[src/gcd_pkg.sv]
package gcd_pkg;

    // Data path widths
    localparam int XY_W      = 33;   // CORDIC x/y, Q30 with headroom
    localparam int Z_W       = 32;   // CORDIC angle, Q28
    localparam int NUM_LANES = 3;    // lat_a, lat_b, lon difference
    localparam int ATAN_LEN  = 24;
    localparam int DEF_CORDIC_STAGES = 16;

    // Square root: 61-bit radicand, one result bit per step
    localparam int SQ_D_W   = 61;
    localparam int SQ_R_W   = 62;
    localparam int SQ_STEPS = 31;
    localparam int S_W      = 32;    // clamped cosine sum, Q30

    // Angle constants, Q28
    localparam logic signed [Z_W-1:0] ANG_PI      = 32'sd843314857;
    localparam logic signed [Z_W-1:0] ANG_HALF_PI = 32'sd421657428;
    localparam logic signed [Z_W-1:0] ANG_TWO_PI  = 32'sd1686629713;
    localparam logic signed [XY_W-1:0] GAIN_Q30   = 33'sd652032874;

    typedef struct packed {
        logic signed [XY_W-1:0] x;
        logic signed [XY_W-1:0] y;
        logic signed [Z_W-1:0]  z;
        logic                   flip;
    } rot_lane_t;

    typedef struct packed {
        logic signed [XY_W-1:0] x;
        logic signed [XY_W-1:0] y;
        logic signed [Z_W-1:0]  z;
    } vec_lane_t;

    typedef struct packed {
        logic [SQ_D_W-1:0]     d;
        logic [SQ_R_W-1:0]     res;
        logic signed [S_W-1:0] s;
    } sqrt_lane_t;

    // Arctangent of 2^-i, Q28
    function automatic logic [Z_W-1:0] atan_q28(input int idx);
        logic [Z_W-1:0] v;
        case (idx)
            0:       v = 32'd210828714;
            1:       v = 32'd124459457;
            2:       v = 32'd65760959;
            3:       v = 32'd33381290;
            4:       v = 32'd16755422;
            5:       v = 32'd8385879;
            6:       v = 32'd4193963;
            7:       v = 32'd2097109;
            8:       v = 32'd1048571;
            9:       v = 32'd524287;
            10:      v = 32'd262144;
            11:      v = 32'd131072;
            12:      v = 32'd65536;
            13:      v = 32'd32768;
            14:      v = 32'd16384;
            15:      v = 32'd8192;
            16:      v = 32'd4096;
            17:      v = 32'd2048;
            18:      v = 32'd1024;
            19:      v = 32'd512;
            20:      v = 32'd256;
            21:      v = 32'd128;
            22:      v = 32'd64;
            23:      v = 32'd32;
            default: v = 32'd0;
        endcase
        return v;
    endfunction

endpackage

[src/gcd_vec_cell.sv]
module gcd_vec_cell #(
    parameter int STAGE = 0
) (
    input  logic               clk,
    input  logic               rst_n,
    input  logic               en,
    input  logic               in_valid,
    input  gcd_pkg::vec_lane_t in_lane,
    output logic               out_valid,
    output gcd_pkg::vec_lane_t out_lane
);
    import gcd_pkg::*;

    localparam logic signed [Z_W-1:0] ATAN = $signed(atan_q28(STAGE));

    logic      valid_reg;
    vec_lane_t lane_reg;
    vec_lane_t lane_next;

    // Drive y toward zero, accumulate the angle turned
    always_comb
    begin
        if (in_lane.y > 0)
        begin
            lane_next.x = in_lane.x + (in_lane.y >>> STAGE);
            lane_next.y = in_lane.y - (in_lane.x >>> STAGE);
            lane_next.z = in_lane.z + ATAN;
        end
        else
        begin
            lane_next.x = in_lane.x - (in_lane.y >>> STAGE);
            lane_next.y = in_lane.y + (in_lane.x >>> STAGE);
            lane_next.z = in_lane.z - ATAN;
        end
    end

    always_ff @(posedge clk or negedge rst_n)
    begin
        if (!rst_n)
        begin
            valid_reg <= 1'b0;
        end
        else if (en)
        begin
            valid_reg <= in_valid;
        end
    end

    always_ff @(posedge clk)
    begin
        if (en)
        begin
            lane_reg <= lane_next;
        end
    end

    assign out_valid = valid_reg;
    assign out_lane  = lane_reg;

endmodule

[config.mk]
export PLATFORM = sky130hd
export DESIGN_NAME = gcd_vec_cell
export DESIGN_NICKNAME = d
export VERILOG_FILES = /design/src/gcd_pkg.sv /design/src/gcd_vec_cell.sv
export SDC_FILE = /design/constraint.sdc
export NUM_CORES = 1
export LEC_CHECK = 0
export BUFFER_PORTS_ARGS = -buffer_cell sky130_fd_sc_hd__clkbuf_2
export CELL_PAD_IN_SITES_DETAIL_PLACEMENT = 0
export CELL_PAD_IN_SITES_GLOBAL_PLACEMENT = 2
export CORE_MARGIN = 2
export CORE_UTILIZATION = 30
export DETAILED_ROUTE_END_ITERATION = 12
export GPL_TIMING_DRIVEN = 0
export HOLD_SLACK_MARGIN = 0.15
export PLACE_DENSITY_LB_ADDON = 0.05
export REMOVE_ABC_BUFFERS = 1
export SLEW_MARGIN = 30
export SYNTH_ARGS = -nofsm -noshare
export SYNTH_HDL_FRONTEND = slang
export SYNTH_SLANG_ARGS = --single-unit
[constraint.sdc]
create_clock -name clk -period 0.9 [get_ports clk]
set_input_delay 0.045 -clock clk [delete_from_list [all_inputs] [get_ports clk]]
set_output_delay 0.045 -clock clk [all_outputs]
set_load 0.005 [all_outputs]
Word level (Yosys, flattened, before mapping)
Cells that the tools add are included.

$lt $le $gt $ge: 1. $add $sub $neg: 5. Multiplexer cells: 1.

Operators with widths (number): 2-to-1 mux 98 bit (1); subtractor 33 bit (2); adder 33 bit (1); > comparator 33 x 1 -> 1 bit, second input constant (1); adder 32 x 29 -> 32 bit, second input constant (1); subtractor 32 x 29 -> 32 bit, second input constant (1).

Logic and storage cells: 11. Flip-flop bits (word level): 99.

Logic depth before layout (Yosys ltp)
Depth after elaboration: 2. Mapped depth: 17. Gate-level depth less buffers: 13.

Least setup slack after synthesis
No wires, ideal clock.

Path type: in2reg. From: input in_lane[60] in the netlist's numbering. To: register lane_reg (netlist bit out_lane[25]), data pin. Setup slack: -2741 ps. Arrival time: 3382 ps. Stages: 14. Path buffers: 3. Data required time: 641 ps. Path through: nor4_1 > nand4_1 > o21bai_1 > buf_2 > buf_1 > buf_1 > ha_1 > o21a_1 > o31a_1 > o21ai_0 > nand4b_1 > and3_1 > o31a_1 > o31a_1.

RTL lines: from (decl) (RTL line gcd_vec_cell.sv:8) `input gcd_pkg::vec_lane_t in_lane,`; to (signal assigned) (RTL line gcd_vec_cell.sv:53) `lane_reg <= lane_next;`; to (decl) (RTL line gcd_vec_cell.sv:17) `vec_lane_t lane_reg;`.

==> out/metrics.yaml <==
grt_max_degree: 64
fp.dieW_um: 192
numCtsBuffers: 9
place_inst: 1855
synth_top_area_share_pct: 27.4
required_ps: 1030
report.final.hold_viol_count: 0
fill_cells: 3397
io_buffer_count: 200
core_um2: 34700
synthToLayoutAreaGrowth_pct: 56.4
synth_edf_count: 97
critPathKind: "in -> reg"
ioPinCount: 201
syn_inst: 1250
tightest_slew_ps: 869
cts.sinks: 98
clk_latency_ps: 370
maxSlewViolCount: 0
globalplace.congestion: 0.862
leakagePower_nw: 6.79
start_util_pct: 30.6
rr_worst_depth: 1
fin_skew_ps: 0
cp-start-kind: "input port"
ant_nets: 0
setup_viol: 158
grtUsageTotal_pct: 23.4
rsz0062_at_grt: "yes"
finish.utilization_pct: 47.9
ctsHoldBuffers: 6
outcome: "complete, but fails checks"
die_y_um: 192
drive_gt1_share_pct: 43.7
cts_max_path_buffers: 2
layoutNonFillerInstCount: 2036
max_freq_ghz: 0.309
drcViolationCount: 0
yosys_warnings: 0
holdWs_ps: 91.7
syn_area_um2: 10600
p_per_area_nw_per_um2: 1250
root_buffer: "clkbuf_16"
synth_cell_types: 80
end_kind: "register"
via_per_inst: 5.40
worstHoldPathCells: 3
drt_iter0_drc: 656
grt_pass1_vias: 11000
cts_tree: "done"
synth_flop_cell: "edfxtp_1"
violations: "negative setup slack"
antenna_found_initial: 2
yosysTopAreaCell: "edfxtp_1"
crit_arrival_ps: 3360
row_count: 68
grt-ovfl-total: 0
synth_area_per_cell_um2: 8.50
ys_ff_latch: 98
nets: 1806
wl_per_cell_um: 21.6
hp-class: "in -> reg"
setup_ws_ps: -2330
ys_seq_area_share_pct: 27.7
htree_levels: 3
path_max_fanout: 6
stdcell_area_um2: 16600
ir_drop_uv: 962
synth_async_sr_flop_share_pct: 1.02
wl_mm: 44.1
grt_pass1_wl_mm: 65.3
post_dp_cell_area_um2: 12200
layout_min_cycle_time_ps: 3230
period_share_pct: 359
cap_violations: 0
first_pass_iters: 5
synth.area.top_cells: "edfxtp_1 27%, ha_1 15%, a21oi_1 6.3%, xnor2_1 5.8%, o21ai_0 3.8%"
vias: 11000
clk_pin_slew_worst_paths_ps: 80
hpwl_mm: 30.4
die-area_um2: 36900
max_slew_margin_pct: 41.8
[critical path, stage by stage]
cell and delay, ps:
clkbuf_16 120, nor4_4 410, nand4_1 320, o21bai_4 240, clkbuf_16 160, buf_16 120, inv_16 40, buf_16 140
buf_4 140, ha_4 300, nand3_1 90, a211oi_2 180, o21ai_2 100, buf_4 160, a21oi_4 210, o2111ai_4 150
a21oi_2 210, o22ai_2 80, xnor2_1 120
[state kept, by name, summed over array words and instances (netlist names)]
signal / cells
out_lane: 97
out_valid: 1
[what timing repair did]
action	4_1_cts	5_1_grt
pin swaps	133	99
setup endpoints to repair	193	193
setup buffers	111	36
hold endpoints to repair	37	8
gates resized for setup	430	157
gates cloned	11	2
[logic make-up after synthesis]
| kind of cell | after synthesis | synth area share, % |
|---|---|---|
| AOI/OAI and AO/OA | 447 | 27.9 |
| adders and majority gates | 129 | 15.5 |
| and+or+nand+nor | 317 | 15.1 |
| muxes | 8 | 0.766 |
| buffers and inverters | 164 | 5.90 |
| xor gates and xnor gates | 87 | 7.17 |
| DFF | 98 | 27.7 |
[synth_stat cells (4+ instances only)]
cell       count
and2_1         6
o311ai_0       4
nand2_1       65
a21oi_1      134
xor2_1        17
a211oi_1      19
o31a_1         7
buf_1         17
o31ai_1       17
a21o_1        35
o211ai_1      17
xnor2_1       70
edfxtp_1      97
nor2b_1       22
nor4_1        16
a311oi_1       6
and4_1         6
nand4_1       13
o311a_1        6
and3_1        14
a31oi_1       14
nor3_1        31
inv_1        106
o21bai_1      23
o21ba_2        4
nand3b_1       4
nand2b_1       9
ha_1         125
o2111ai_1      8
mux2i_1        7
nor2_1        88
nand3_1       22
o21a_1        19
fa_1           4
buf_2          6
clkbuf_1      32
o21ai_0       81
a21boi_0       7
[cells in the final DEF (no fill, tap or decap), types with 12 or more instances in the layout]
master	n
clkbuf_2	172
edfxtp_1	97
buf_4	92
inv_1	86
a21oi_1	82
nor2_1	78
ha_1	77
xnor2_1	62
nand2_1	59
o21ai_0	48
buf_6	42
a21oi_2	41
ha_4	36
a21o_1	35
clkbuf_16	23
o21a_1	19
nor3_1	19
o21bai_1	17
o211ai_1	17
nor2b_1	16
o21ai_1	16
xor2_1	16
nand3_1	15
o21ai_2	14
buf_16	14
nand4_1	13
ha_2	12
[stage by stage]
stage | TNS (ps) | setup slack, ps | power, mW
5_1_grt | -151180 | -2390 | 21.9
2_1_floorplan | -487770 | -6890 | 10.6
6_report | -144730 | -2330 | 20.8
4_1_cts | -142470 | -2360 | 20.1
3_3_place_gp | -1182710 | -13860 | 13.4
3_5_place_dp | -274020 | -4450 | 13.4
[area by class of cell]
| type | count | area [um2] | share of cell area (%) |
|---|---|---|---|
| repair inverters | 2 | 28.8 | 0.173 |
| inverters | 108 | 452 | 2.72 |
| flip-flops and latches | 98 | 2940 | 17.7 |
| well taps | 455 | 569 | 3.43 |
| repair buffers | 368 | 3240 | 19.5 |
| multi-input cells | 988 | 9110 | 54.8 |
| clock buffers | 9 | 225 | 1.36 |
| clock inverters | 7 | 53.8 | 0.324 |
| diodes | 1 | 2.50 | 0.0151 |
[worst paths after layout]
check	slack (ps)	endpoint	start
setup / recovery	-2330	out_lane[31]	in_lane[49]
hold / removal	90	out_lane[32]	in_lane[65]
setup reg to reg	160	out_valid	out_valid
hold reg to reg	520	out_valid	out_valid
max in group asynchronous	290	out_valid	rst_n
min in group asynchronous	510	out_valid	rst_n
[routing by layer]
layer	GRT usage (%)	wire (um)	vias up
li1	-	-	5268
met5	0	13	-
met1	32.4	20500	5344
met3	3.03	2120	60
met4	8.54	1340	2
met2	37.2	20100	314
[power breakdown]
group | total [mW] | switching, mW | internal (mW)
Combinational | 10.5 | 5.60 | 4.86
Sequential | 6.25 | 0.210 | 6.04
Clock | 4.04 | 2.13 | 1.91
Total | 20.8 | 7.94 | 12.8
Note: power is estimated with default switching activity, not from simulation.
