### config.mk
export PLATFORM = sky130hd
export DESIGN_NAME = gcd_rot_cell
export DESIGN_NICKNAME = d
export VERILOG_FILES = /design/src/gcd_pkg.sv /design/src/gcd_rot_cell.sv
export SDC_FILE = /design/constraint.sdc
export NUM_CORES = 1
export LEC_CHECK = 0
export ABC_AREA = 1
export BUFFER_PORTS_ARGS = -buffer_cell sky130_fd_sc_hd__buf_2
export CORE_MARGIN = 5
export CORE_UTILIZATION = 55
export CTS_BUF_LIST = sky130_fd_sc_hd__clkbuf_8
export DETAILED_ROUTE_END_ITERATION = 6
export PLACE_DENSITY = 0.78
export SYNTH_ARGS = -nofsm -noshare
export SYNTH_HDL_FRONTEND = slang
export SYNTH_SLANG_ARGS = --single-unit
### constraint.sdc
create_clock -name clk -period 0.8 [get_ports clk]
set_input_delay 0 -clock clk [delete_from_list [all_inputs] [get_ports clk]]
set_output_delay 0 -clock clk [all_outputs]
set_load 0.01 [all_outputs]
### src/gcd_pkg.sv
package gcd_pkg;

    // Data path widths
    localparam int XY_W      = 33;   // CORDIC x/y, Q30 with headroom
    localparam int Z_W       = 32;   // CORDIC angle, Q28
    localparam int NUM_LANES = 3;    // lat_a, lat_b, lon difference
    localparam int ATAN_LEN  = 24;
    localparam int DEF_CORDIC_STAGES = 16;

    // Square root: 61-bit radicand, one result bit per step
    localparam int SQ_D_W   = 61;
    localparam int SQ_R_W   = 62;
    localparam int SQ_STEPS = 31;
    localparam int S_W      = 32;    // clamped cosine sum, Q30

    // Angle constants, Q28
    localparam logic signed [Z_W-1:0] ANG_PI      = 32'sd843314857;
    localparam logic signed [Z_W-1:0] ANG_HALF_PI = 32'sd421657428;
    localparam logic signed [Z_W-1:0] ANG_TWO_PI  = 32'sd1686629713;
    localparam logic signed [XY_W-1:0] GAIN_Q30   = 33'sd652032874;

    typedef struct packed {
        logic signed [XY_W-1:0] x;
        logic signed [XY_W-1:0] y;
        logic signed [Z_W-1:0]  z;
        logic                   flip;
    } rot_lane_t;

    typedef struct packed {
        logic signed [XY_W-1:0] x;
        logic signed [XY_W-1:0] y;
        logic signed [Z_W-1:0]  z;
    } vec_lane_t;

    typedef struct packed {
        logic [SQ_D_W-1:0]     d;
        logic [SQ_R_W-1:0]     res;
        logic signed [S_W-1:0] s;
    } sqrt_lane_t;

    // Arctangent of 2^-i, Q28
    function automatic logic [Z_W-1:0] atan_q28(input int idx);
        logic [Z_W-1:0] v;
        case (idx)
            0:       v = 32'd210828714;
            1:       v = 32'd124459457;
            2:       v = 32'd65760959;
            3:       v = 32'd33381290;
            4:       v = 32'd16755422;
            5:       v = 32'd8385879;
            6:       v = 32'd4193963;
            7:       v = 32'd2097109;
            8:       v = 32'd1048571;
            9:       v = 32'd524287;
            10:      v = 32'd262144;
            11:      v = 32'd131072;
            12:      v = 32'd65536;
            13:      v = 32'd32768;
            14:      v = 32'd16384;
            15:      v = 32'd8192;
            16:      v = 32'd4096;
            17:      v = 32'd2048;
            18:      v = 32'd1024;
            19:      v = 32'd512;
            20:      v = 32'd256;
            21:      v = 32'd128;
            22:      v = 32'd64;
            23:      v = 32'd32;
            default: v = 32'd0;
        endcase
        return v;
    endfunction

endpackage

### src/gcd_rot_cell.sv
module gcd_rot_cell #(
    parameter int STAGE = 0
) (
    input  logic                                      clk,
    input  logic                                      rst_n,
    input  logic                                      en,
    input  logic                                      in_valid,
    input  gcd_pkg::rot_lane_t [gcd_pkg::NUM_LANES-1:0] in_lane,
    output logic                                      out_valid,
    output gcd_pkg::rot_lane_t [gcd_pkg::NUM_LANES-1:0] out_lane
);
    import gcd_pkg::*;

    localparam logic signed [Z_W-1:0] ATAN = $signed(atan_q28(STAGE));

    logic                             valid_reg;
    rot_lane_t [NUM_LANES-1:0]        lane_reg;
    rot_lane_t [NUM_LANES-1:0]        lane_next;

    // One rotation step per lane, direction from the residual angle
    always_comb
    begin
        for (int i = 0; i < NUM_LANES; i++)
        begin
            lane_next[i].flip = in_lane[i].flip;
            if (in_lane[i].z >= 0)
            begin
                lane_next[i].x = in_lane[i].x - (in_lane[i].y >>> STAGE);
                lane_next[i].y = in_lane[i].y + (in_lane[i].x >>> STAGE);
                lane_next[i].z = in_lane[i].z - ATAN;
            end
            else
            begin
                lane_next[i].x = in_lane[i].x + (in_lane[i].y >>> STAGE);
                lane_next[i].y = in_lane[i].y - (in_lane[i].x >>> STAGE);
                lane_next[i].z = in_lane[i].z + ATAN;
            end
        end
    end

    always_ff @(posedge clk or negedge rst_n)
    begin
        if (!rst_n)
        begin
            valid_reg <= 1'b0;
        end
        else if (en)
        begin
            valid_reg <= in_valid;
        end
    end

    always_ff @(posedge clk)
    begin
        if (en)
        begin
            lane_reg <= lane_next;
        end
    end

    assign out_valid = valid_reg;
    assign out_lane  = lane_reg;

endmodule

==> impl_metrics.json, run 1 <==
{
  "cts_root_buffer": "clkbuf_8",
  "synth_seq_cells": 295,
  "synthArstFlopShare_pct": 0.3390,
  "fp.dieW_um": 268.6,
  "grt_pass1_wl_mm": 496.1,
  "synthesis.instances": 5967,
  "cts_buffers": 54,
  "htreeDepth": 2,
  "yosys_warnings": 0,
  "outcome.stop_stage": "5_1_grt",
  "clkSinkCount": 295,
  "error": "[ERROR GRT-0116] Global routing finished with congestion. Check the congestion regions in the DRC Viewer.",
  "dp_worst_setup_slack_ns": -1.342,
  "synthesis.area_um2": 36770,
  "synth-edff-count": 294,
  "grt_max_degree": 72,
  "synth.distinct_cells": 45,
  "cts_buffer_depth": 3,
  "syn_avg_cell_area_um2": 6.162,
  "synthFlopType": "edfxtp_1",
  "grt_pass1_vias": 71136,
  "num_rows": 94,
  "gp_congestion": 1.048,
  "status": "did not finish",
  "synth-seq-area-share_pct": 24.08,
  "overflow": 1310,
  "pin_count": 599,
  "portBuffers": 598,
  "hpwl_mm": 132.5,
  "initial_core_util_pct": 55.73,
  "syn_nets": 6655,
  "grtUsageTotal_pct": 88.60,
  "chipHeight_um": 268.6
}
-- Yosys cell counts, types with 27 or more instances --
master / number / area, um^2
o21ai_0: 233 / 1166
nand4_1: 59 / 369.1
clkbuf_1: 37 / 138.9
inv_1: 1036 / 3889
o21bai_1: 56 / 420.4
nor2_1: 582 / 2185
xor2_1: 129 / 1130
a21oi_1: 322 / 1612
buf_2: 55 / 275.3
nand2_1: 2024 / 7597
buf_4: 27 / 202.7
ha_1: 375 / 4692
edfxtp_1: 294 / 8828
nor3_1: 45 / 225.2
nand3_1: 506 / 2532
-- logic make-up after synthesis --
group,count (synthesis),share of synthesized area (%)
buffers and inverters,1171,12.53
flip-flops,295,24.08
adder cells (fa/ha/maj),387,13.41
multiplexers,1,0.03062
AND/OR/NAND/NOR,3280,36.27
XOR/XNOR,145,3.454
AO/OA/AOI/OAI,688,10.24
-- through the flow --
| stage | cell area, um^2 | cells | TNS, ns | hold WS [ns] | util (%) |
|---|---|---|---|---|---|
| global placement | 52090 | 8202 | -274.08 | -0.2244 | 78.95 |
| detailed placement | 52090 | 8202 | -289.08 | -0.2237 | 78.95 |
| floorplan | 42330 | 5967 | -168.87 | -0.2956 | - |
| CTS | 61890 | 8534 | -183.38 | -0.2073 | 93.80 |
-- what timing repair did --
| action | CTS |
|---|---|
| pin swaps | 808 |
| resized for setup | 1794 |
| setup buffers | 225 |
| hold buffers | 29 |
| endpoints found under the setup margin | 559 |
| cloned | 5 |
| endpoints found under the hold margin | 404 |
-- metal layers --
metal / GRT usage, % / overflow
met1: 86.17 / 44
met2: 100.1 / 783
met3: 80.53 / 76
met5: 57.94 / 4
met4: 89.74 / 403
==> run 2, diff against run 1 <==
--- a/config.mk
+++ b/config.mk
@@ -8,10 +8,9 @@
 export ABC_AREA = 1
 export BUFFER_PORTS_ARGS = -buffer_cell sky130_fd_sc_hd__buf_2
 export CORE_MARGIN = 5
-export CORE_UTILIZATION = 55
-export CTS_BUF_LIST = sky130_fd_sc_hd__clkbuf_8
+export CORE_UTILIZATION = 40
 export DETAILED_ROUTE_END_ITERATION = 6
-export PLACE_DENSITY = 0.78
+export PLACE_DENSITY_LB_ADDON = 0.15
 export SYNTH_ARGS = -nofsm -noshare
 export SYNTH_HDL_FRONTEND = slang
 export SYNTH_SLANG_ARGS = --single-unit
==> run 2 against run 1 <==
Against the previous run: synthesized cell count unchanged; the flow now finishes, with violations (negative hold slack, negative setup slack); synthesized area unchanged.
==> impl_metrics.json, run 2 <==
{
  "initial_core_util_pct": 40.24,
  "postLayoutCellArea_um2": 66490,
  "path_cells": "buf_2 -> ha_4 -> buf_12 -> nor2_4 -> nand4_1 -> nand2_4 -> buf_6 -> xor2_2 -> nand2_1 -> o31ai_1",
  "clk_pin_slew_ns": 0.06,
  "die_area_um2": 98090,
  "synth_area_leaders": "edfxtp_1 (24%), nand2_1 (21%), ha_1 (13%)",
  "cp_slowest_stage_delay_ns": 0.33,
  "regArea_um2": 8853,
  "hold_viol_final": 28,
  "holdBufCountCts": 19,
  "num_rows": 111,
  "syn_nets": 6655,
  "highest_layer": "met5",
  "multi_input_area_um2": 35250,
  "worstHoldEndpoint": "out_lane[206]$_DFFE_PP_",
  "hpwl_mm": 138.1,
  "synthesis.area_um2": 36770,
  "fp.dieW_um": 313.2,
  "synth_seq_cells": 295,
  "cp-end-kind": "flop",
  "period_needed_ns": 1.495,
  "first_pass_iters": 6,
  "syn_to_final_growth_pct": 80.82,
  "synthesis.instances": 5967,
  "power_leakage_nw": 32.79,
  "power_density_nw_per_um2": 1347,
  "synth-edff-count": 294,
  "cap_violations": 0,
  "cp.required_ns": 1.18,
  "drtIter0Drc": 3199,
  "fill_cells": 7166,
  "hold_depth": 3,
  "final.setup.worst_slack_ns": -0.6950,
  "synth.distinct_cells": 45,
  "via_count": 46875,
  "synthArstFlopShare_pct": 0.3390,
  "drc": 0,
  "power.switching_mw": 37.17,
  "cpMaxStageDelayCell": "xor2_2",
  "drt.antenna.violating_nets": 0,
  "status": "finished, violations left",
  "rr_endpoint": "out_valid$_DFFE_PN0P_",
  "nets": 8486,
  "final_cell_mix": "nand2_1 (1207), buf_4 (1086), inv_1 (791)",
  "gp_congestion": 1.023,
  "pin_count": 599,
  "grt_max_degree": 70,
  "wl_per_cell_um": 19.73,
  "rr_worst_depth": 1,
  "fin_tns_setup_ns": -217.27,
  "chipHeight_um": 313.2,
  "yosys_warnings": 0,
  "whs_ns": -0.1069,
  "syn_avg_cell_area_um2": 6.162,
  "portBuffers": 598,
  "grt_pass1_vias": 45359,
  "yosysTopAreaCellShare_pct": 24.01,
  "relSlewSlack_pct": 42.20,
  "vdd_drop_max_uv": 1507,
  "synth_top_cells_by_count": "nand2_1 (2024), inv_1 (1036), nor2_1 (582)",
  "wl_met1_mm": 65.80,
  "min-delay-start": "in_lane[206]",
  "cp_max_fo": 6,
  "grtUsageTotal_pct": 32.78,
  "clk-insertion-delay-late_ns": 0.60,
  "rsz0062_at_grt": "yes",
  "r2r_setup_slack_ns": 0.07,
  "synth-seq-area-share_pct": 24.08,
  "synth_most_common_cell": "nand2_1",
  "htreeDepth": 2,
  "max_freq_mhz": 668.9,
  "finalCritPeriodShare_pct": 186.9,
  "cts_buffer_depth": 3,
  "core_area_um2": 91390,
  "overflow": 0,
  "internal_power_mw": 52.36,
  "placed_cell_area_um2": 53720,
  "path_class": "input pin to flop",
  "routed-wl-met2_mm": 86.40,
  "wl_met3_mm": 13.35,
  "synthFlopType": "edfxtp_1",
  "cts_root_buffer": "clkbuf_16",
  "slew_violations": 0,
  "wl_mm": 178.0,
  "grt_pass1_wl_mm": 253.2,
  "yosys.area.top_type": "edfxtp_1",
  "finalSetupViolations": 851,
  "total_power_mw": 89.53,
  "critPathArrivalTime_ns": 1.87,
  "clkSinkCount": 295,
  "drive_above_1_share_pct": 54.19,
  "layout_commonest_cell": "nand2_1",
  "sw_frac_of_total_pct": 41.51,
  "cts_tree": "done",
  "largest_register_ffs": 294,
  "start_kind": "input pin",
  "comb_power_share_pct": 56.4,
  "cts_buffers": 39,
  "hp-class": "input pin to flop",
  "worst_pin_slew_ns": 0.8669,
  "antenna_found_initial": 18,
  "clock_power_share_pct": 20.0,
  "violations": "negative hold slack, negative setup slack",
  "fin_worst_skew_ns": 0,
  "r2r_start": "out_valid$_DFFE_PN0P_",
  "vias_per_cell": 5.197,
  "seqPwrFrac_pct": 23.5
}
-- run 2: cell counts after synthesis --
Identical to the previous run, type by type.
-- run 2: worst max-delay path by stage --
| stage | startpoint | endpoint | slack (ns) |
|---|---|---|---|
| 5_1_grt | in_lane[72] | out_lane[73]$_DFFE_PP_ | -0.71 |
| 2_1_floorplan | in_lane[32] | out_lane[28]$_DFFE_PP_ | -0.91 |
| 4_1_cts | out_lane[185]$_DFFE_PP_ | out_lane[185] | -0.56 |
| 3_5_place_dp | in_lane[264] | out_lane[296]$_DFFE_PP_ | -1.30 |
| 6_report | in_lane[69] | out_lane[73]$_DFFE_PP_ | -0.69 |
| 3_3_place_gp | in_lane[66] | out_lane[98]$_DFFE_PP_ | -1.26 |
-- run 2: per-layer routing --
metal | vias to the layer above | global-route usage, %
li1 | 22541 | -
met1 | 21856 | 37.45
met2 | 1849 | 58.54
met3 | 619 | 6.360
met4 | 10 | 16.10
met5 | - | 0
-- run 2: layout make-up --
type                            count  share of cell area, %
Tap cell                         1186                  2.232
Inverter                         1042                  6.415
Clock buffer                       48                  1.549
Timing Repair Buffer             1917                  23.08
Timing Repair inverter              2                0.03763
Sequential cell                   295                  13.32
Multi-Input combinational cell   4501                  53.01
Antenna cell                        8                0.03011
Clock inverter                     20                 0.3293
-- run 2: timing repair --
| action | CTS | global route |
|---|---|---|
| pin swaps | 602 | 664 |
| gates cloned | 3 | 0 |
| setup buffers | 152 | 123 |
| setup endpoints to repair | 566 | 807 |
| resized for setup | 1316 | 1116 |
| endpoints found under the hold margin | 293 | 26 |
-- run 2: cell families after synthesis --
logic type	share of synthesized area, %
xor gates and xnor gates	3.454
muxes	0.03062
DFF	24.08
and+or+nand+nor	36.27
buffers and inverters	12.53
adders and majority gates	13.41
AOI/OAI and AO/OA	10.24
-- run 2: power groups by stage --
| stage | registers [mW] | clock network [mW] | logic [mW] |
|---|---|---|---|
| final | 21.1 | 17.9 | 50.5 |
| after global routing | 21.2 | 19.0 | 53.7 |
| after CTS | 21.0 | 18.3 | 44.6 |
| after detailed placement | 21.3 | 0 | 39.1 |
| after global placement | 21.3 | 0 | 38.8 |
| after floorplan | 22.2 | 0 | 20.6 |
-- run 2: critical path: cells and delay by family --
kind	cells	cell delay (ns)
compound gates	1	0.15
buf+inv	3	0.41
simple gates	4	0.67
xor+xnor	1	0.33
fa+ha+maj	1	0.30
-- run 2: through the flow --
step,util [%],worst slack (ns),cells
4_1_cts,67.10,-0.5639,8895
5_1_grt,72.75,-0.7141,9014
6_report,72.76,-0.6950,9019
2_1_floorplan,-,-0.9054,5967
3_5_place_dp,58.79,-1.296,8664
3_3_place_gp,58.79,-1.265,8664
Power figures use the tool's default switching activity.
==> run 3, diff against run 2 <==
--- a/config.mk
+++ b/config.mk
@@ -7,6 +7,7 @@
 export LEC_CHECK = 0
 export ABC_AREA = 1
 export BUFFER_PORTS_ARGS = -buffer_cell sky130_fd_sc_hd__buf_2
+export CORE_ASPECT_RATIO = 0.8
 export CORE_MARGIN = 5
 export CORE_UTILIZATION = 40
 export DETAILED_ROUTE_END_ITERATION = 6
==> run 3 against run 2 <==
Against the previous run: non-clock buffer count fell by 70; the flow finishes with violations (design-rule violations, negative hold slack, negative setup slack); maximum frequency is 7.5% higher; global-route usage is 0.65 points lower; clock skew is the same; clock power barely moved; critical path depth rose by 1; critical endpoint is now out_lane[20]$_DFFE_PP_; setup slack improved by 0.10 ns; sequential power grew 2%; combinational power increased by 0.8%; via count rose by 0.54%; die area about the same.
==> impl_metrics.json, run 3 (synthesized netlist as in run 2, its figures left out) <==
{
  "hp-class": "input pin to flop",
  "slew_violations": 0,
  "path_class": "input pin to flop",
  "grt_pass1_wl_mm": 246.1,
  "path_cells": "buf_16 -> buf_16 -> buf_4 -> ha_4 -> nand2_1 -> nor2_2 -> inv_1 -> nor2_4 -> nand3_2 -> o211ai_1 -> xor2_1",
  "wl_mm": 178.2,
  "drc": 1,
  "power_density_nw_per_um2": 1352,
  "grtUsageTotal_pct": 32.12,
  "antenna_found_initial": 8,
  "layout_commonest_cell": "nand2_1",
  "initial_core_util_pct": 40.33,
  "drt.antenna.violating_nets": 0,
  "period_needed_ns": 1.390,
  "cts_buffer_depth": 3,
  "grt_pass1_vias": 43437,
  "grt.met3_usage_pct": 7.222,
  "die_area_um2": 98130,
  "cts_tree": "done",
  "finalNonFillerCells": 8972,
  "power_leakage_nw": 32.63,
  "gp_congestion": 1.019,
  "critPathBufInv": 4,
  "clk-insertion-delay-late_ns": 0.57,
  "first_pass_iters": 7,
  "rr_endpoint": "out_valid$_DFFE_PN0P_",
  "clk_pin_slew_ns": 0.07,
  "grt_use_met1_pct": 43.16,
  "critPathArrivalTime_ns": 1.70,
  "utilization_pct": 73.41,
  "critPathTopFamily": "buffers and inverters",
  "chipHeight_um": 281.2,
  "finalSetupViolations": 590,
  "dp_worst_setup_slack_ns": -1.248,
  "hpwl_mm": 135.2,
  "dpl.cell_count": 8586,
  "cap_violations": 0,
  "fp.dieW_um": 349.0,
  "final_cell_mix": "nand2_1 (1197), buf_4 (999), inv_1 (770)",
  "drive_above_1_share_pct": 55.00,
  "core_area_um2": 91170,
  "syn_to_final_growth_pct": 82.00,
  "vias_per_cell": 5.253,
  "startpoint": "in_lane[32]",
  "cp.depth": 11,
  "cp-end-kind": "flop",
  "finalCritPeriodShare_pct": 173.8,
  "r2r_start": "out_valid$_DFFE_PN0P_",
  "holdBufCountCts": 22,
  "rr_worst_depth": 1,
  "placed_cell_area_um2": 52850,
  "cp_slowest_stage_delay_ns": 0.29,
  "postLayoutCellArea_um2": 66920,
  "num_rows": 99,
  "max_freq_mhz": 719.3,
  "relSlewSlack_pct": 34.32,
  "worst_pin_slew_ns": 0.9853,
  "wl_per_cell_um": 19.86,
  "cts_root_buffer": "clkbuf_16",
  "pin_count": 599,
  "cpMostUsedCell": "buf_16",
  "vdd_drop_max_uv": 1782,
  "r2r_setup_slack_ns": 0.05,
  "cp.required_ns": 1.11,
  "drtIter0Drc": 3564,
  "grt-busiest-layer": "met2",
  "start_kind": "input pin",
  "crit_end": "out_lane[20]$_DFFE_PP_",
  "status": "finished, violations left",
  "gr-usage-met2_pct": 50.83,
  "cpMaxStageDelayCell": "ha_4",
  "nets": 8415,
  "largest_register_ffs": 294,
  "fin_worst_skew_ns": 0,
  "overflow": 0,
  "clkSinkCount": 295,
  "rsz0062_at_grt": "yes",
  "cp_max_fo": 8,
  "grt_max_degree": 72,
  "portBuffers": 598,
  "cts_buffers": 38,
  "via_count": 47127,
  "whs_ns": -0.04573,
  "htreeDepth": 2,
  "violations": "design-rule violations, negative hold slack, negative setup slack",
  "hold_viol_final": 6,
  "final.setup.worst_slack_ns": -0.5902
}
## run 3: cell count changes in the layout (fill, tap and decap cells not counted), moves of 21 or more
cell,previous run,this run
buf_6,233,293
inv_1,791,770
nand3_2,183,156
buf_4,1086,999
a21oi_1,118,80
buf_2,469,431
nand3_1,279,300
## run 3: report_power, final
group / internal (mW) / switching (mW) / total [mW] / leakage, nW
combinational: 22.2 / 28.8 / 50.9 / 29.1
clock: 10.5 / 7.57 / 18.1 / 0.613
sequential: 20.1 / 1.38 / 21.5 / 2.88
## run 3: worst min path at each step
stage                           start                      to  depth (start not counted)
after floorplan                 rst_n   out_valid$_DFFE_PN0P_                          0
after global placement          rst_n   out_valid$_DFFE_PN0P_                          1
after detailed placement        rst_n   out_valid$_DFFE_PN0P_                          1
after CTS                 in_lane[21]  out_lane[21]$_DFFE_PP_                          3
after global routing      in_lane[21]  out_lane[21]$_DFFE_PP_                          3
final                     in_lane[21]  out_lane[21]$_DFFE_PP_                          3
## run 3: timing repair
| action | CTS | global route |
|---|---|---|
| pin swaps | 536 | 855 |
| endpoints found under the setup margin | 567 | 656 |
| setup buffers | 133 | 172 |
| cloned | 2 | 2 |
| resized for setup | 1140 | 1607 |
| hold endpoints to repair | 61 | 8 |
## run 3: metal layers
layer  routed length [um]  vias to the layer above
met2                80580                     2042
met4                 8392                        4
met5                   26                        -
met1                73050                    22241
li1                     -                    22408
met3                16170                      432
## run 3: layout make-up
cell class,instances,area (um^2)
flip-flops and latches,295,8853
diodes,5,12.51
well taps,1212,1516
fillers,6931,24240
inverters,1042,4310
clock buffers,44,994.7
clock inverters,24,254.0
repair inverters,2,31.28
multi-input cells,4501,35900
repair buffers,1847,15050
## run 3: per-stage QoR
step	TNS, ns	power, mW
6_report	-202.10	90.50
5_1_grt	-222.05	94.63
4_1_cts	-212.49	82.77
3_5_place_dp	-290.81	59.59
3_3_place_gp	-285.07	59.26
2_1_floorplan	-168.87	42.78
