### src/gcd_pkg.sv
package gcd_pkg;

    // Data path widths
    localparam int XY_W      = 33;   // CORDIC x/y, Q30 with headroom
    localparam int Z_W       = 32;   // CORDIC angle, Q28
    localparam int NUM_LANES = 3;    // lat_a, lat_b, lon difference
    localparam int ATAN_LEN  = 24;
    localparam int DEF_CORDIC_STAGES = 16;

    // Square root: 61-bit radicand, one result bit per step
    localparam int SQ_D_W   = 61;
    localparam int SQ_R_W   = 62;
    localparam int SQ_STEPS = 31;
    localparam int S_W      = 32;    // clamped cosine sum, Q30

    // Angle constants, Q28
    localparam logic signed [Z_W-1:0] ANG_PI      = 32'sd843314857;
    localparam logic signed [Z_W-1:0] ANG_HALF_PI = 32'sd421657428;
    localparam logic signed [Z_W-1:0] ANG_TWO_PI  = 32'sd1686629713;
    localparam logic signed [XY_W-1:0] GAIN_Q30   = 33'sd652032874;

    typedef struct packed {
        logic signed [XY_W-1:0] x;
        logic signed [XY_W-1:0] y;
        logic signed [Z_W-1:0]  z;
        logic                   flip;
    } rot_lane_t;

    typedef struct packed {
        logic signed [XY_W-1:0] x;
        logic signed [XY_W-1:0] y;
        logic signed [Z_W-1:0]  z;
    } vec_lane_t;

    typedef struct packed {
        logic [SQ_D_W-1:0]     d;
        logic [SQ_R_W-1:0]     res;
        logic signed [S_W-1:0] s;
    } sqrt_lane_t;

    // Arctangent of 2^-i, Q28
    function automatic logic [Z_W-1:0] atan_q28(input int idx);
        logic [Z_W-1:0] v;
        case (idx)
            0:       v = 32'd210828714;
            1:       v = 32'd124459457;
            2:       v = 32'd65760959;
            3:       v = 32'd33381290;
            4:       v = 32'd16755422;
            5:       v = 32'd8385879;
            6:       v = 32'd4193963;
            7:       v = 32'd2097109;
            8:       v = 32'd1048571;
            9:       v = 32'd524287;
            10:      v = 32'd262144;
            11:      v = 32'd131072;
            12:      v = 32'd65536;
            13:      v = 32'd32768;
            14:      v = 32'd16384;
            15:      v = 32'd8192;
            16:      v = 32'd4096;
            17:      v = 32'd2048;
            18:      v = 32'd1024;
            19:      v = 32'd512;
            20:      v = 32'd256;
            21:      v = 32'd128;
            22:      v = 32'd64;
            23:      v = 32'd32;
            default: v = 32'd0;
        endcase
        return v;
    endfunction

endpackage

### src/gcd_sqrt_cell.sv
module gcd_sqrt_cell #(
    parameter int STEP = 0
) (
    input  logic                clk,
    input  logic                rst_n,
    input  logic                en,
    input  logic                in_valid,
    input  gcd_pkg::sqrt_lane_t in_lane,
    output logic                out_valid,
    output gcd_pkg::sqrt_lane_t out_lane
);
    import gcd_pkg::*;

    localparam logic [SQ_R_W-1:0] BITV = SQ_R_W'(1) << (60 - 2 * STEP);

    logic              valid_reg;
    sqrt_lane_t        lane_reg;
    sqrt_lane_t        lane_next;
    logic [SQ_R_W-1:0] trial;

    // One result bit: compare, then subtract or keep
    always_comb
    begin
        trial       = in_lane.res + BITV;
        lane_next.s = in_lane.s;
        if ({1'b0, in_lane.d} >= trial)
        begin
            lane_next.d   = in_lane.d - trial[SQ_D_W-1:0];
            lane_next.res = (in_lane.res >> 1) + BITV;
        end
        else
        begin
            lane_next.d   = in_lane.d;
            lane_next.res = in_lane.res >> 1;
        end
    end

    always_ff @(posedge clk or negedge rst_n)
    begin
        if (!rst_n)
        begin
            valid_reg <= 1'b0;
        end
        else if (en)
        begin
            valid_reg <= in_valid;
        end
    end

    always_ff @(posedge clk)
    begin
        if (en)
        begin
            lane_reg <= lane_next;
        end
    end

    assign out_valid = valid_reg;
    assign out_lane  = lane_reg;

endmodule

### config.mk
export PLATFORM = sky130hd
export DESIGN_NAME = gcd_sqrt_cell
export DESIGN_NICKNAME = d
export VERILOG_FILES = /design/src/gcd_pkg.sv /design/src/gcd_sqrt_cell.sv
export SDC_FILE = /design/constraint.sdc
export NUM_CORES = 1
export LEC_CHECK = 0
export BUFFER_PORTS_ARGS = -buffer_cell sky130_fd_sc_hd__clkbuf_2
export CORE_ASPECT_RATIO = 1.75
export CORE_MARGIN = 2
export CORE_UTILIZATION = 30
export CTS_CLUSTER_SIZE = 28
export DETAILED_ROUTE_END_ITERATION = 8
export GPL_TIMING_DRIVEN = 0
export SLEW_MARGIN = 15
export SYNTH_ARGS = -nofsm -noshare
export SYNTH_HDL_FRONTEND = slang
export SYNTH_SLANG_ARGS = --single-unit
### constraint.sdc
create_clock -name clk -period 0.9 [get_ports clk]
set_input_delay 0.18 -clock clk [delete_from_list [all_inputs] [get_ports clk]]
set_output_delay 0.18 -clock clk [all_outputs]
set_load 0.02 [all_outputs]
-- After elaboration in Yosys (flattened, before gate mapping)
Cells that the tools add are included.
- add/subtract/negate cells: 3
- magnitude comparators: 1
- multiplexer cells: 1
- operator list (operator ; count):
    123-bit 2-to-1 mux ; 1
    61-bit by 61-bit adder with 62-bit output (second input constant) ; 1
    62-bit by 61-bit adder with 62-bit output (second input constant) ; 1
    61-bit by 62-bit >= comparator with 1-bit output ; 1
    61-bit subtractor ; 1
- register bits after elaboration: 156
- input port bits: 159
- output and inout bits: 156
- word-level logic and storage cells: 10

-- Logic depth before layout (Yosys ltp)
Gate-level depths: netlist (run 1).
- depth after elaboration: 3
- mapped depth: 15
- gate-level depth less buffers: 13

-- Least setup slack after synthesis (run 1)
No wires, ideal clock.
- path type: input to register
- start point: input in_lane[94] (netlist name)
- end point: register lane_reg (netlist bit out_lane[100]) (data pin)
- setup time: 260 ps
- data arrival time: 3079 ps
- required time: 640 ps
- path slack: -2439 ps
- cell stages on the path: 15
- buffers on the path: 2
- cells stage by stage: inv_1 ha_1 fa_1 nor2b_1 o31a_1 o21bai_4 a2111oi_4 o21ai_1 and2_4 o2111a_1 o31a_1 or2_1 buf_4 buf_6 mux2_2
- RTL lines (item ; RTL line ; RTL):
    start: declaration ; gcd_sqrt_cell.sv:8 ; input gcd_pkg::sqrt_lane_t in_lane,
    end signal: assignment ; gcd_sqrt_cell.sv:54 ; lane_reg <= lane_next;
    end: declaration ; gcd_sqrt_cell.sv:17 ; sqrt_lane_t lane_reg;

==> key figures, run 1 <==
Run status
  – Status: complete, but fails checks
  – Failing checks: setup timing

Yosys
  – Synth Flop Type: edfxtp_1
  – Synth warn: 0
  – Largest cells by area after synthesis: edfxtp_1 50%, ha_1 8.2%, mux2_2 5.5%
  – Syn avg cell area: 11.2 um^2
  – Top post-synthesis cells by count: 155 x edfxtp_1, 73 x inv_1, 65 x a21oi_1
  – Post-synth EDFFs: roughly 160
  – Unique masters post-synth: 61
  – Yosys reg bits: around 160
  – Post-Syn Area: ~9300 um^2
  – Area leader, netlist: edfxtp_1
  – Most common cell in the netlist: edfxtp_1
  – Cells after Synth: 832
  – Ys async rst share: 0.00641
  – Register area share after synthesis: 0.503
  – Post-synth net total: 1,053
  – Share of the synthesized area in the top cell type: 0.501

Global routing
  – Vias in the first global route: around 8,500
  – Initial antenna violation count: 1
  – GR Overflow Total: 0
  – First-pass GRT wire length: 44,800 um
  – Global-route usage over all layers: 0.184
  – Pin count of the biggest net entering global routing: 88

Clock network
  – Clock sinks: about 160
  – Cts bufs inserted: 17
  – H-tree depth: 4
  – Clk_lat worst skew: 440 ps
  – Clock buffer depth: 2
  – Root Driver: clkbuf_16
  – CTS clk-pin slew, worst paths: 60 ps
  – TritonCTS clock tree: done

Worst setup path
  – Startpoint types: input port
  – CP Class: in -> reg
  – Critical path arrival: 3550 ps
  – Required @ worst endpoint: around 1100 ps
  – Crit Path Max Fanout: 7
  – Nature of the critical path endpoint: register
  – Worst r2r path cells: 1

Drt
  – Via Count: 8,206
  – Pre-antenna DRT Iters: 5
  – Via/cell ratio: 4.88
  – DRC: 0
  – Wire per inst: 18.1 um
  – DRT Wirelength: 30,500 um
  – Initial DRC Count: 283
  – Antenna Nets Post-Route: 0

Min path
  – Worst Hold Depth: 3
  – Tightest Hold Check Type: in -> reg

Place
  – Pre-CTS WS: -3410 ps
  – GPL Wtd Cong: 0.854
  – Cells after DPL: 1,538
  – HPWL Detailed: 22,900 um
  – Dpl cell area: 11,400 um^2
  – Port-buffer cells: about 310

Finish
  – Nets: 1,500
  – Layout cell share with drive strength beyond 1: 0.362
  – Share of the core filled with cells: 0.459
  – Post-layout instance count excluding filler cells: 1,681
  – Fillers: 2,857
  – Final Instance Area: 14,100 um^2
  – Layout Area Growth over Synthesis: 51.2%

Timing
  – Unrepaired setup endpoints after global routing: true
  – Hold Vio Cnt, Final: 0
  – Period utilization: 3.70
  – Worst-margin pin slew: between 800 and 900 ps
  – Setup ws final: -2430 ps
  – Setup violations, final: 219
  – Slew HR: 0.412
  – TNS Setup: -185,190 ps
  – Worst Clk Skew: 0 ps
  – Fmax achieved: between 300 and 400 MHz
  – Max Slew Vio Count: 0
  – Crit path time final: between 3000 and 4000 ps

Die
  – Die height: 237 um
  – Ports: 315
  – Core Rows: 85
  – Chip width: 137 um
  – Core area: 30,600 um^2
  – Die area: 32,500 um^2
  – Initial core utilization: 0.303

Job
  – Max Cap Viol: 0

Power and ir drop
  – Peak VDD IR: about 1.4 mV
  – Power per cell area: 1670 nW/um^2
  – Leakage power: 6.16 nW
-- critical path, stage by stage --
cell,delay [ps]
clkbuf_16,110
inv_8,20
ha_4,150
fa_2,360
nor2b_2,140
o31a_1,210
o21bai_4,90
a2111oi_4,340
buf_4,190
o21ai_2,60
and2_4,160
o2111a_2,300
o31a_4,310
or2_1,220
buf_6,150
buf_12,140
o41ai_4,400
-- timing repair --
item | 4_1_cts | 5_1_grt
hold buffers | 93 | 0
gates resized for setup | 57 | 371
setup buffers | 15 | 3
endpoints found under the setup margin | 306 | 274
hold endpoints to repair | 93 | 0
pin swaps | 10 | 11
cloned | 1 | 1
-- cell type report --
cell class                 count  area (um^2)  area share
antenna                        1         2.50    0.000178
timing repair buffer         428         3460       0.246
inverter                      73          282      0.0200
sequential                   156         4680       0.333
clock inverter                 9          123     0.00873
tap                          391          489      0.0348
clock buffer                  20          437      0.0311
buffer                        34          218      0.0155
multi-input combinational    569         4360       0.310
-- report_power, final --
part | internal, mW | switching, mW
Sequential | 8.85 | 0.276
Clock | 4.28 | 2.85
Combinational | 3.33 | 3.89
Total | 16.5 | 7.01
-- metrics by stage --
stage | total power [mW] | hold slack [ps]
after floorplan | 12.9 | -116
after global placement | 15.0 | -45.6
after detailed placement | 15.1 | -41.9
after CTS | 23.0 | 10.2
after global routing | 24.5 | 45.2
final | 23.5 | 54.8
-- kinds of logic after synthesis --
family,Yosys count,synth area share
compound gates,237,0.168
xor+xnor,53,0.0499
fa+ha+maj,62,0.0843
buf+inv,107,0.0486
flops,156,0.503
mux,49,0.0588
simple gates,168,0.0867
-- sequential cells by signal (all words and copies together) (netlist names) --
signal,cells
out_valid,1
out_lane,155
-- final timing paths --
path                                            start                      end  slack, ps
worst min register to register  out_valid$_DFFE_PN0P_    out_valid$_DFFE_PN0P_        540
min in group asynchronous                       rst_n    out_valid$_DFFE_PN0P_         60
worst max-delay path                      in_lane[94]  out_lane[150]$_DFFE_PP_      -2430
worst max register to register  out_valid$_DFFE_PN0P_    out_valid$_DFFE_PN0P_        140
max in group asynchronous                       rst_n    out_valid$_DFFE_PN0P_        760
worst min-delay path                     in_lane[136]  out_lane[136]$_DFFE_PP_         50
-- metal layers --
layer / routed length (um) / track usage / up-vias / share of wire
met2: 17400 / 0.354 / 281 / 0.57
met5: 0 / 0 / - / 0
li1: - / - / 3985 / -
met1: 10500 / 0.181 / 3880 / 0.34
met3: 1510 / 0.0345 / 60 / 0.050
met4: 1110 / 0.0893 / 0 / 0.036
-- cell usage in the layout (no fill, tap or decap), types with 36 or more instances in the layout --
master	instances
nand2_1	50
clkbuf_2	160
buf_2	49
o21ai_0	39
a21oi_1	64
xnor2_1	36
ha_1	60
a21o_1	38
dlygate4sd3_1	93
edfxtp_1	155
mux2_2	44
buf_6	108
nor2_1	44
inv_1	72
(Power assumes the default switching activity.)
==> inputs of run 2 (changes only) <==
Settings changed: BUFFER_PORTS_ARGS -buffer_cell sky130_fd_sc_hd__clkbuf_2 to unset, DONT_BUFFER_PORTS set to 1.
==> key figures, run 2 (synthesized netlist as in run 1, its figures left out) <==
Worst setup path
  – Crit-path max cell delay: 390 ps (was 400 ps)
  – Crit Path Max Fanout: 9 (was 7)
  – Worst reg2reg startpoint: out_valid$_DFFE_PN0P_ (unchanged)
  – Critical path arrival: 3430 ps (was 3550 ps)
  – CP Class: in -> reg (unchanged)
  – Startpoint types: input port (unchanged)
  – Nature of the critical path endpoint: register (unchanged)
  – Slowest CP cell: o41ai_4 (unchanged)
  – Required @ worst endpoint: 1140 ps (was 1120 ps)
  – CP Buf/Inv Count: 4 (was 5)
  – Stages on worst setup path: 16 (was 17)
  – R2R Path End: out_valid$_DFFE_PN0P_ (unchanged)
  – Worst r2r path cells: 1 (unchanged)
  – Crit-path cells: inv_12 > ha_4 > fa_2 > nor2b_4 > o31a_1 > o21bai_4 > a2111oi_4 > buf_4 > o21ai_2 > and2_4 > o2111a_2 > o31a_4 > or2_4 > buf_12 > buf_12 > o41ai_4 (was clkbuf_16 > inv_8 > ha_4 > fa_2 > nor2b_2 > o31a_1 > o21bai_4 > a2111oi_4 > buf_4 > o21ai_2 > and2_4 > o2111a_2 > o31a_4 > or2_1 > buf_6 > buf_12 > o41ai_4)
  – Most frequent CP cell: buf_12
  – CP delay by family, top: compound AO/OA/AOI/OAI gates (unchanged)
  – Setup slack, reg-to-reg: 60 ps (was 140 ps)

Die
  – Initial core utilization: 0.303 (unchanged)
  – Die area: 32,500 um^2 (unchanged)
  – Core Rows: 85 (unchanged)
  – Ports: 315 (unchanged)
  – Die height: 237 um (unchanged)
  – Chip width: 137 um (unchanged)
  – Core area: 30,600 um^2 (unchanged)

Power and ir drop
  – Power per cell area: 1820 nW/um^2 (was 1670 nW/um^2)
  – Leakage power: 4.95 nW (was 6.16 nW)
  – Peak VDD IR: 1.35 mV (was 1.36 mV)
  – Total Power: 22.8 mW (was 23.5 mW)

Drt
  – Antenna Nets Post-Route: 0 (unchanged)
  – Via Count: 7,274 (was 8,206)
  – Initial DRC Count: 287 (was 283)
  – Via/cell ratio: 5.09 (was 4.88)
  – Pre-antenna DRT Iters: 5 (unchanged)
  – DRC: 0 (unchanged)
  – DRT Wirelength: 30,800 um (was 30,500 um)
  – Wire per inst: 21.6 um (was 18.1 um)

Min path
  – Min-delay src: en (was in_lane[136])
  – Worst Hold Depth: 0 (was 3)
  – Worst-case hold path end point: out_lane[59]$_DFFE_PP_ (was out_lane[136]$_DFFE_PP_)
  – Tightest Hold Check Type: in -> reg (unchanged)

Finish
  – Share of the core filled with cells: 0.408 (was 0.459)
  – Layout Area Growth over Synthesis: 34.6% (was 51.2%)
  – Nets: 1,246 (was 1,500)
  – Layout cell share with drive strength beyond 1: 0.160 (was 0.362)
  – Fillers: 2,940 (was 2,857)
  – Most frequent cells in the layout: 157 x dlygate4sd3_1, 155 x edfxtp_1, 72 x inv_1 (was 160 x clkbuf_2, 155 x edfxtp_1, 108 x buf_6)
  – Commonest non-fill, non-tap cell in the layout: dlygate4sd3_1 (was clkbuf_2)
  – Max reg flops: 155 (unchanged)
  – # diodes: 0 (was 1)

Clock network
  – Cts bufs inserted: 17 (unchanged)
  – Clock buffer depth: 2 (unchanged)
  – Hold buffer count at cts: 157 (was 93)
  – Clock sinks: 156 (unchanged)
  – Clk_lat worst skew: 450 ps (was 440 ps)
  – TritonCTS clock tree: done (unchanged)
  – Root Driver: clkbuf_16 (unchanged)
  – CTS clk-pin slew, worst paths: 60 ps (about the same)
  – H-tree depth: 4 (unchanged)

Global routing
  – Vias in the first global route: 7,864 (was 8,495)
  – GR Overflow Total: 0 (unchanged)
  – Global-route usage over all layers: 0.185 (was 0.184)
  – Initial antenna violation count: 0 (was 1)
  – Pin count of the biggest net entering global routing: 157 (was 88)
  – First-pass GRT wire length: 44,400 um (was 44,800 um)

Timing
  – Hold Vio Cnt, Final: 155 (was 0)
  – Worst Clk Skew: 0 ps (unchanged)
  – Unrepaired setup endpoints after global routing: true (unchanged)
  – Setup ws final: -2300 ps (was -2430 ps)
  – Period utilization: 3.55 (was 3.70)
  – Fmax achieved: 313 MHz (was 301 MHz)
  – Setup violations, final: 219 (unchanged)
  – Max Slew Vio Count: 0 (unchanged)
  – Crit path time final: 3200 ps (was 3330 ps)
  – Slew HR: 0.442 (was 0.412)
  – Hold Slack: -138 ps (was 54.8 ps)
  – Worst-margin pin slew: 834 ps (was 883 ps)

Place
  – Port-buffer cells: 0 (was 314)
  – HPWL Detailed: 21,700 um (was 22,900 um)
  – GPL Wtd Cong: 0.781 (was 0.854)

Run status
  – Failing checks: hold timing, setup timing (was setup timing)
  – Status: complete, but fails checks (unchanged)

Job
  – Max Cap Viol: 0 (unchanged)
## run 2: final cells by class
class / instances / area [um^2] / share of cell area
timing repair buffer: 178 / 1790 / 0.143
buffer: 30 / 241 / 0.0193
clock buffer: 19 / 433 / 0.0346
sequential: 156 / 4680 / 0.374
clock inverter: 12 / 195 / 0.0156
tap: 391 / 489 / 0.0391
multi-input combinational: 569 / 4400 / 0.351
inverter: 73 / 287 / 0.0229
## run 2: worst max-delay path by stage
stage                              endpoint         from
global route        out_lane[150]$_DFFE_PP_  in_lane[94]
floorplan           out_lane[101]$_DFFE_PP_  in_lane[94]
detailed placement  out_lane[153]$_DFFE_PP_  in_lane[42]
global placement    out_lane[150]$_DFFE_PP_  in_lane[54]
CTS                 out_lane[150]$_DFFE_PP_  in_lane[94]
finish              out_lane[150]$_DFFE_PP_  in_lane[94]
## run 2: repair_timing
action,CTS,global route
endpoints found under the setup margin,219,219
gates resized for setup,48,33
pin swaps,7,6
cloned,1,2
endpoints found under the hold margin,312,156
buffers inserted,14,4
## run 2: power breakdown
part,internal [mW],switching (mW)
sequential,8.90,1.20
clock,4.89,2.98
combinational,2.33,2.51
total,16.1,6.69
## run 2: layer usage
metal  wire, um  vias to the layer above  global-route usage
li1           -                     3456                   -
met1      10800                     3542               0.180
met2      17700                      242               0.367
met3       1650                       34              0.0409
met4        716                        0              0.0700
met5          0                        -                   0
## run 2: metrics by stage
step | setup TNS [ps] | cells | area, um^2 | setup WS (ps)
5_1_grt | -184900 | 1428 | 12500 | -2420
3_3_place_gp | -194330 | 1223 | 9820 | -3390
3_5_place_dp | -192690 | 1223 | 9820 | -3350
6_report | -171850 | 1428 | 12500 | -2300
2_1_floorplan | -139870 | 832 | 9340 | -2310
4_1_cts | -177090 | 1426 | 12300 | -2330
==> inputs of run 3 (changes only) <==
Settings changed: CORE_UTILIZATION 30 to 40, PLACE_DENSITY set to 0.51.
==> key figures, run 3 (synthesized netlist as in run 1, its figures left out) <==
Timing
  – Slew HR: 0.421 (was 0.442)
  – Hold Vio Cnt, Final: 155 (unchanged)
  – Unrepaired setup endpoints after global routing: true (unchanged)
  – Hold Slack: -153 ps (was -138 ps)
  – Worst Clk Skew: 0 ps (unchanged)
  – Fmax achieved: 312 MHz (was 313 MHz)
  – Max Slew Vio Count: 0 (unchanged)
  – Setup ws final: -2310 ps (was -2300 ps)
  – Setup violations, final: 219 (unchanged)
  – Worst-margin pin slew: 866 ps (was 834 ps)
  – Period utilization: 3.56 (was 3.55)
  – Crit path time final: 3210 ps (was 3200 ps)

Job
  – Max Cap Viol: 0 (unchanged)

Worst setup path
  – Required @ worst endpoint: 1100 ps (was 1140 ps)
  – Crit Path Max Fanout: 10 (was 9)
  – Crit-path max cell delay: 370 ps (was 390 ps)
  – Startpoint types: input port (unchanged)
  – Slowest CP cell: fa_2 (was o41ai_4)
  – Most frequent CP cell: buf_12 (unchanged)
  – Critical path arrival: 3400 ps (was 3430 ps)
  – Crit-path cells: inv_8 > ha_4 > fa_2 > nor2b_4 > o31a_1 > o21bai_4 > a2111oi_4 > buf_4 > o21ai_2 > and2_4 > o2111a_2 > o31a_4 > or2_1 > buf_6 > buf_12 > buf_12 > mux2_4 (was inv_12 > ha_4 > fa_2 > nor2b_4 > o31a_1 > o21bai_4 > a2111oi_4 > buf_4 > o21ai_2 > and2_4 > o2111a_2 > o31a_4 > or2_4 > buf_12 > buf_12 > o41ai_4)
  – CP Class: in -> reg (unchanged)
  – Nature of the critical path endpoint: register (unchanged)

Finish
  – Layout Area Growth over Synthesis: 34.2% (was 34.6%)
  – # diodes: 0 (unchanged)
  – Nets: 1,253 (was 1,246)
  – Final Instance Area: 12,500 um^2 (about the same)
  – Max reg flops: 155 (unchanged)
  – Share of the core filled with cells: 0.548 (was 0.408)
  – Fillers: 1,959 (was 2,940)
  – Most frequent cells in the layout: 156 x dlygate4sd3_1, 155 x edfxtp_1, 72 x inv_1 (was 157 x dlygate4sd3_1, 155 x edfxtp_1, 72 x inv_1)
  – Commonest non-fill, non-tap cell in the layout: dlygate4sd3_1 (unchanged)
  – Layout cell share with drive strength beyond 1: 0.163 (was 0.160)

Global routing
  – Met2 GRT Util: 0.446 (was 0.367)
  – Initial antenna violation count: 0 (unchanged)
  – Met3 Resource Use GR: 0.0452 (was 0.0409)
  – Gr busiest metal: met2 (unchanged)
  – GR Overflow Total: 0 (unchanged)
  – Global-route usage over all layers: 0.227 (was 0.185)
  – Pin count of the biggest net entering global routing: 157 (unchanged)
  – Vias in the first global route: 7,830 (was 7,864)
  – First-pass GRT wire length: 41,900 um (was 44,400 um)
  – Met1 GRT Util: 0.219 (was 0.180)

Drt
  – DRC: 0 (unchanged)
  – Wire per inst: 21.0 um (was 21.6 um)
  – Via/cell ratio: 5.40 (was 5.09)
  – Pre-antenna DRT Iters: 5 (unchanged)
  – Antenna Nets Post-Route: 0 (unchanged)
  – Via Count: 7,266 (was 7,274)
  – DRT Wirelength: 28,200 um (was 30,800 um)
  – Initial DRC Count: 325 (was 287)

Die
  – Core area: 22,700 um^2 (was 30,600 um^2)
  – Initial core utilization: 0.409 (was 0.303)
  – Chip width: 119 um (was 137 um)
  – Core Rows: 73 (was 85)
  – Ports: 315 (unchanged)
  – Die area: 24,500 um^2 (was 32,500 um^2)
  – Die height: 206 um (was 237 um)

Clock network
  – Clock sinks: 156 (unchanged)
  – Clk_lat worst skew: 440 ps (was 450 ps)
  – H-tree depth: 4 (unchanged)
  – Hold buffer count at cts: 156 (was 157)
  – Cts bufs inserted: 17 (unchanged)
  – TritonCTS clock tree: done (unchanged)
  – CTS clk-pin slew, worst paths: 60 ps (about the same)
  – Clock buffer depth: 2 (unchanged)
  – Root Driver: clkbuf_16 (unchanged)

Place
  – Port-buffer cells: 0 (unchanged)
  – GPL Wtd Cong: 0.888 (was 0.781)
  – HPWL Detailed: 20,100 um (was 21,700 um)
  – Dpl cell area: 9710 um^2 (was 9820 um^2)

Run status
  – Status: complete, but fails checks (unchanged)
  – Failing checks: hold timing, setup timing (unchanged)

Min path
  – Tightest Hold Check Type: in -> reg (unchanged)

Power and ir drop
  – Peak VDD IR: 1.10 mV (was 1.35 mV)
  – Power per cell area: 1780 nW/um^2 (was 1820 nW/um^2)
  – Leakage power: 4.98 nW (was 4.95 nW)
==> run 3: cell count changes in the layout (fill, tap and decap cells not counted), sizes merged, moves of 2 or more <==
| cell | delta |
|---|---|
| bufinv | -3 |
| clkbuf | +7 |
| clkinv | -3 |
| clkinvlp | +2 |
| buf | +7 |
==> run 3: repair_timing <==
| action | CTS | global route |
|---|---|---|
| hold endpoints to repair | 311 | 156 |
| pin swaps | 16 | 7 |
| gates resized for setup | 75 | 14 |
| setup buffers | 17 | 7 |
| cloned | 3 | 2 |
| setup endpoints to repair | 219 | 219 |
==> run 3: report_power, final <==
group	internal, mW	leakage, nW	switching (mW)
combinational	2.42	3.17	2.46
clock	4.36	0.283	2.82
sequential	8.90	1.53	1.19
total	15.7	4.98	6.47
==> run 3: worst max-delay path: cells and delay by family <==
kind            cells  cell delay, ps
fa+ha+maj           2             510
simple gates        3             510
buf+inv             5             610
mux                 1             290
compound gates      6            1260
==> run 3: layout make-up <==
| type | count | area, um^2 | area share |
|---|---|---|---|
| Sequential cell | 156 | 4680 | 0.375 |
| Multi-Input combinational cell | 569 | 4400 | 0.353 |
| Timing Repair Buffer | 184 | 1920 | 0.154 |
| Clock buffer | 25 | 495 | 0.0397 |
| Tap cell | 300 | 375 | 0.0301 |
| Inverter | 73 | 282 | 0.0226 |
| Buffer | 31 | 234 | 0.0188 |
| Clock inverter | 7 | 90.1 | 0.00722 |
==> run 3: worst paths after layout <==
path                                            start  slack (ps)                      end  depth (start not counted)
worst max-delay path                      in_lane[94]       -2310  out_lane[101]$_DFFE_PP_                         17
worst min-delay path                               en        -150   out_lane[54]$_DFFE_PP_                          0
worst max register to register  out_valid$_DFFE_PN0P_          70    out_valid$_DFFE_PN0P_                          1
worst min register to register  out_valid$_DFFE_PN0P_         610    out_valid$_DFFE_PN0P_                          1
max in group asynchronous                       rst_n         300    out_valid$_DFFE_PN0P_                          2
min in group asynchronous                       rst_n         490    out_valid$_DFFE_PN0P_                          2
==> run 3: metrics by stage <==
stage / setup slack, ps / std cells / setup TNS [ps] / power (mW)
after global routing: -2390 / 1345 / -182720 / 23.1
final: -2310 / 1345 / -172580 / 22.2
after CTS: -2290 / 1340 / -174390 / 22.2
after floorplan: -2310 / 832 / -139870 / 12.9
after global placement: -3310 / 1132 / -186430 / 13.9
after detailed placement: -3310 / 1132 / -187740 / 13.9
==> run 3: per-layer routing <==
layer,part of all wire,wire [um]
met5,0,0
met2,0.57,16000
met1,0.34,9720
met4,0.033,928
met3,0.055,1560
